**src/design/sfr_pkg.sv**
```systemverilog
// ============================================================================
// sfr_pkg
// shared types, command codes and framing constants of the sysex chunk framer
// ============================================================================
package sfr_pkg;

    // command codes of an input transaction
    localparam logic [1:0] CMD_START  = 2'd0;
    localparam logic [1:0] CMD_APPEND = 2'd1;
    localparam logic [1:0] CMD_FETCH  = 2'd2;

    // block layout
    localparam logic [7:0] HEAD_LEN   = 8'd22;
    localparam logic [7:0] SIZE_EXTRA = 8'd23;
    localparam logic [7:0] SIZE_POS   = 8'd6;
    localparam logic [7:0] ZERO_END   = 8'd16;
    localparam logic [7:0] TAG_END    = 8'd20;
    localparam logic [7:0] CMD_POS    = 8'd20;
    localparam logic [7:0] SUB_POS    = 8'd21;
    localparam logic [7:0] TRAILER    = 8'hf7;
    localparam logic [7:0] MASK7      = 8'h7f;
    localparam logic [7:0] PREFIX_LEN = 8'd3;

    // ceil(x / 7) for x below 203: ((x + 6) * 147) >> 10
    localparam logic [7:0] RECIP7     = 8'd147;
    localparam int         RECIP7_SH  = 10;

    // framing geometry of the current chunk
    typedef struct packed {
        logic       empty;
        logic       multi;
        logic       tail_chunk;
        logic [7:0] plen;
        logic [7:0] len8;
        logic [7:0] len7;
    } geom_t;

    // fixed lead bytes of a block
    function automatic logic [7:0] lead_byte(input logic [2:0] i);
        logic [7:0] b;
        case (i)
            3'd0:    b = 8'h01;
            3'd1:    b = 8'hfe;
            3'd2:    b = 8'h00;
            3'd3:    b = 8'h00;
            3'd4:    b = 8'h53;
            3'd5:    b = 8'hfe;
            default: b = 8'h00;
        endcase
        return b;
    endfunction

    // tag bytes ahead of the command
    function automatic logic [7:0] tag_byte(input logic [1:0] i);
        logic [7:0] b;
        case (i)
            2'd0:    b = 8'hf0;
            2'd1:    b = 8'h01;
            2'd2:    b = 8'h3a;
            2'd3:    b = 8'h15;
            default: b = 8'h00;
        endcase
        return b;
    endfunction

endpackage

```
**src/design/sfr_geom.sv**
```systemverilog
// ============================================================================
// sfr_geom
// chunk geometry: payload length, prefixed length and packed length
// of the chunk at the read pointer, registered on each fetch
// ============================================================================
module sfr_geom #(
    parameter int CHUNK_BYTES = 128,
    parameter int TOT_W       = 6,
    parameter int FILL_W      = 8
) (
    input  logic              clk,
    input  logic              load,
    input  logic [TOT_W-1:0]  block_index,
    input  logic [TOT_W-1:0]  total,
    input  logic [FILL_W-1:0] fill,
    output sfr_pkg::geom_t    geom
);

    import sfr_pkg::*;

    logic        last_c;
    logic        multi_c;
    logic [7:0]  plen_c;
    logic [7:0]  len8_c;
    logic [15:0] prod_c;
    logic [7:0]  len7_c;

    // length of the chunk and of its packed form
    always_comb
    begin
        last_c  = ({1'b0, block_index} + {{TOT_W{1'b0}}, 1'b1}) == {1'b0, total};
        multi_c = total > TOT_W'(1);
        plen_c  = last_c ? 8'(fill) : 8'(CHUNK_BYTES);
        len8_c  = plen_c + (multi_c ? PREFIX_LEN : 8'd0);
        prod_c  = 16'(len8_c + 8'd6) * 16'(RECIP7);
        len7_c  = len8_c + 8'(prod_c >> RECIP7_SH);
    end

    always_ff @(posedge clk)
    begin
        if (load)
        begin
            geom.empty      <= block_index >= total;
            geom.multi      <= multi_c;
            geom.tail_chunk <= last_c;
            geom.plen       <= plen_c;
            geom.len8       <= len8_c;
            geom.len7       <= len7_c;
        end
    end

endmodule

```
**config.mk**
```make
export PLATFORM = sky130hd
export DESIGN_NAME = sfr_geom
export DESIGN_NICKNAME = d
export VERILOG_FILES = /design/src/design/sfr_pkg.sv /design/src/design/sfr_geom.sv
export SDC_FILE = /design/constraint.sdc
export NUM_CORES = 1
export LEC_CHECK = 0
export BUFFER_PORTS_ARGS = -buffer_cell sky130_fd_sc_hd__buf_2
export CORE_UTILIZATION = 52
export DETAILED_ROUTE_END_ITERATION = 8
export HOLD_SLACK_MARGIN = 0.1
export PLACE_DENSITY = 0.83
export SLEW_MARGIN = 15
export SYNTH_ARGS = -nofsm -noshare
export SYNTH_HDL_FRONTEND = slang
export SYNTH_SLANG_ARGS = --single-unit
export TNS_END_PERCENT = 50
```
**constraint.sdc**
```tcl
create_clock -name clk -period 9.67 [get_ports clk]
set_clock_uncertainty 0.15 [all_clocks]
set_input_delay 2.901 -clock clk [delete_from_list [all_inputs] [get_ports clk]]
set_output_delay 2.901 -clock clk [all_outputs]
set_load 0.01 [all_outputs]
```
Word level (Yosys, flattened, before mapping)
Cells that the tools add are included.

Add/subtract/negate cells: 4. $mul: 1. $lt $le $gt $ge: 2. Eq/ne operators: 1. Multiplexer cells: 2.

Operators with widths (count): 9-bit by 8-bit multiplier with 16-bit output (second input constant) (1); 8-bit by 3-bit adder with 9-bit output (second input constant) (1); 8-bit by 2-bit adder with 8-bit output (1); 8-bit by 6-bit adder with 8-bit output (1); 8-bit two-way mux (1); 6-bit by 1-bit adder with 7-bit output (second input constant) (1); 7-bit by 6-bit == test with 1-bit output (1); 6-bit greater-or-equal comparator (1); 6-bit by 1-bit > comparator with 1-bit output (second input constant) (1); 2-bit two-way mux (1).

Flip-flop bits (word level): 27. Output and inout port bits: 27. Logic and storage cells: 16.

Depth between registers and ports, before layout
Word-level depth: 7. Depth in mapped cells: 37. Gate-level depth less buffers: 35.

Worst setup path after synthesis
No wires, ideal clock.

Path type: input to register. Start: in block_index[0]. End: reg geom[7] in the netlist's numbering, data pin. Setup time: 0.256 ns. Data arrival time: 9.604 ns. Path slack: -0.340 ns. Cell stages on the path: 36. Path buffers: 2. Path through: ha_1 -> xor2_1 -> a211oi_1 -> nand2_1 -> nor4_4 -> clkbuf_2 -> and2_1 -> ha_1 -> inv_1 -> fa_1 -> buf_2 -> xor2_1 -> inv_1 -> ha_1 -> nor2_1 -> nand2_1 -> xnor2_1 -> nand2_1 -> ha_1 -> inv_1 -> fa_1 -> fa_1 -> inv_1 -> ha_1 -> a2111oi_4 -> o221ai_2 -> nand4_1 -> a21boi_0 -> a311oi_1 -> xnor2_1 -> ha_1 -> a21o_1 -> a31oi_1 -> nor2_1 -> xor2_1 -> nand2_1.

Cells in the longest elaborated chain, start to end: 7.

Ends and longest elaborated chain: start, declared (line sfr_geom.sv:13) `input logic [TOT_W-1:0] block_index,`; 6-bit by 1-bit adder with 7-bit output (*) (line sfr_geom.sv:31) `last_c = ({1'b0, block_index} + {{TOT_W{1'b0}}, 1'b1}) == {1'b0, total};`; 7-bit by 6-bit == test with 1-bit output (*) (line sfr_geom.sv:31); 8-bit two-way mux (*) (line sfr_geom.sv:33) `plen_c = last_c ? 8'(fill) : 8'(CHUNK_BYTES);`; via plen_c[0] (line sfr_geom.sv:23) `logic [7:0] plen_c;`; 8-bit by 2-bit adder with 8-bit output (*) (line sfr_geom.sv:34) `len8_c = plen_c + (multi_c ? PREFIX_LEN : 8'd0);`; via len8_c[2] (line sfr_geom.sv:24) `logic [7:0] len8_c;`; 8-bit by 3-bit adder with 9-bit output (line sfr_geom.sv:35) `prod_c = 16'(len8_c + 8'd6) * 16'(RECIP7);`; 9-bit by 8-bit multiplier with 16-bit output (line sfr_geom.sv:35); 8-bit by 6-bit adder with 8-bit output (*) (line sfr_geom.sv:36) `len7_c = len8_c + 8'(prod_c >> RECIP7_SH);`; via len7_c[7] (line sfr_geom.sv:26) `logic [7:0] len7_c;`; end, declared (line sfr_geom.sv:16) `output sfr_pkg::geom_t geom`.

Mark *: on every way through the listed nets, which the timed path passes. The rest lies on a longest branch. A chain may end at the register's enable or synchronous reset.

Worst setup path in the final report
Ends and elaborated chain as after synthesis.

==> out/summary.txt <==
run status - finished clean
Area contributors post-synth - edfxtp_1, ha_1, xnor2_1, fa_1, inv_1
die area - 5690 µm²
num rows - 26
crit path kind - input port to flip-flop
cell mode on critical path - ha_4
Slew Viols, Final - 0
f_max - 104.9 MHz
Post-Syn Area per Cell - 10.50 µm²
antenna-violating nets left - 0
Top Registers - geom: 27 flops
vias in the first global route - 2242
Hold Crit Class - input port to flip-flop
CTS Sinks - 27
ant diodes - 0
Fill cells - 345
area leader, netlist - edfxtp_1
pwr dens - 87.49 nW/µm²
RSZ-0062 raised after global routing - true
post-synth top area share - 0.2892
CP required - 9.56 ns
Placer Congestion - 0.9183
final hold vios - 0
wirelength, routed - 6485 µm
global-route wire length before repair - 10090 µm
CTS Root Cell - clkbuf_8
CTS tree - done
H-tree depth - 1
Vias/cell - 5.374
post-route total power - 0.3235 mW
period utilization - 0.9858
post-synthesis instance total - 267
DR WL/cell - 15.33 µm
# setup viols final - 0
post-route cell area - 3697 µm²
sequential area share after synthesis - 0.2892
Synth cell types - 44
CP Max Fanout - 6
critical path launch point type - input port
share of layout cells above drive strength 1 - 0.3938
# port buffers - 48
Worst Tran Pin Value - 0.6115 ns
fin nets - 439
overall routing resource usage - 0.2307
IO Pins - 49
area delta synth->final - 31.86%
largest net degree at the start of global routing - 28
clock buffer count from CTS - 3
Die Wd - 75.43 µm
area of placed instances - 3390 µm²
biggest cell delay along the critical path - 0.53 ns
number of DRC markers in iteration 0 - 168
Initial Util - 0.5455
max reg flops - 27
maximum buffer depth of the clock tree - 2
Seq cells post-synth - 27
Buf+Inv Stages, Crit Path - 9
leakage power - 1.720 nW
crit path DAT - 9.42 ns
Die Y - 75.43 µm
routed via count - 2273
max_cap viols - 0
CTS clk-pin slew, worst paths - 0.10 ns
relative slew slack - 0.5923
GR Overflow Total - 0
CP max stage cell - fa_1
TritonRoute pass-1 iters - 4
cts hold-fix bufs - 0
final worst path period need - 9.532 ns
Synth Warn # - 0
DRC violations left - 0
Core Box Area - 5140 µm²
Setup crit end kind - flip-flop
cell family with most CP delay - adder cells
initial antenna violation count - 0
Post-Syn Nets - 352
Peak VDD IR - 0.05466 mV
Most flops, register - geom
HPWL Detailed - 4656 µm
cell area after synthesis - 2804 µm²
-- final cells by class --
class / instances / area (µm²) / area share
clock inverters: 1 / 7.507 / 0.002030
multi-input cells: 204 / 2052 / 0.5550
clock buffers: 3 / 41.29 / 0.01117
flip-flops and latches: 27 / 810.8 / 0.2193
well taps: 70 / 87.58 / 0.02369
repair buffers: 89 / 586.8 / 0.1587
inverters: 29 / 111.4 / 0.03012
-- power by group --
group | internal [mW] | total (mW) | switching, mW
logic | 0.0527 | 0.113 | 0.0606
registers | 0.140 | 0.142 | 0.00213
clock network | 0.0293 | 0.0683 | 0.0390
-- placed cells by master, fill, tap and decap left out, types with 8 or more instances in the layout --
master and n:
xnor2_1 20, buf_4 38, inv_1 23, edfxtp_1 27, a21oi_1 9, nor2_1 11, buf_2 47, nand2_1 11
and2_1 12, ha_1 45, xor2_1 8
-- logic make-up after synthesis --
group | share of synthesized area
compound gates | 0.1066
xor+xnor | 0.09951
fa+ha+maj | 0.3052
buf+inv | 0.05310
flops | 0.2892
simple gates | 0.1464
-- worst paths after layout --
kind / cells after the start / startpoint / to
worst min-delay path: 2 / fill[7] / geom[23]
worst max-delay path: 37 / block_index[0] / geom[7]
-- repair_timing --
action	in CTS	in global routing
pin swaps	0	27
setup buffers	0	8
endpoints found under the setup margin	3	5
cloned	0	1
resized for setup	9	32
-- cell usage after synthesis, drive strengths merged --
cell and number:
inv 29, nor2 12, ha 54, a21oi 13, nor4 1, nand2b 6
nor2b 4, nor3 4, fa 9, and4b 1, o21a 1, nand3b 1
a311oi 1, a2111oi 2, a21boi 3, o21ai 2, and2 13, edfxtp 27
o211ai 1, o21bai 2, nand2 14, nand4 3, a2bb2oi 1, a31oi 2
and3 2, o22ai 3, o221ai 1, nor3b 3, a21o 5, xnor2 21
o2bb2ai 1, xor2 10, nand3 6, clkbuf 2, a211oi 2, buf 5
-- through the flow --
stage                     cells  setup TNS (ns)  hold WS (ns)  worst slack, ns  utilization
after detailed placement    410         -0.8822         3.052          -0.2962       0.6594
final                       423               0         2.765           0.1377       0.7193
after CTS                   414               0         2.764          0.01923       0.6770
after global placement      410         -0.2660         3.047          -0.1347       0.6594
after global routing        423         -0.4365         2.767          -0.2250       0.7193
after floorplan             267               0         2.864          0.02059            -
-- metal layers --
metal  share of wire  GRT usage  up-vias  wire length [µm]
met3           0.044    0.01984       18               288
met5               0          0        -                 0
met1            0.41     0.2936     1071              2659
met4           0.033    0.07819        0               211
li1                -          -     1102                 -
met2            0.51     0.4117       82              3326
Note: power is estimated with default switching activity, not from simulation.
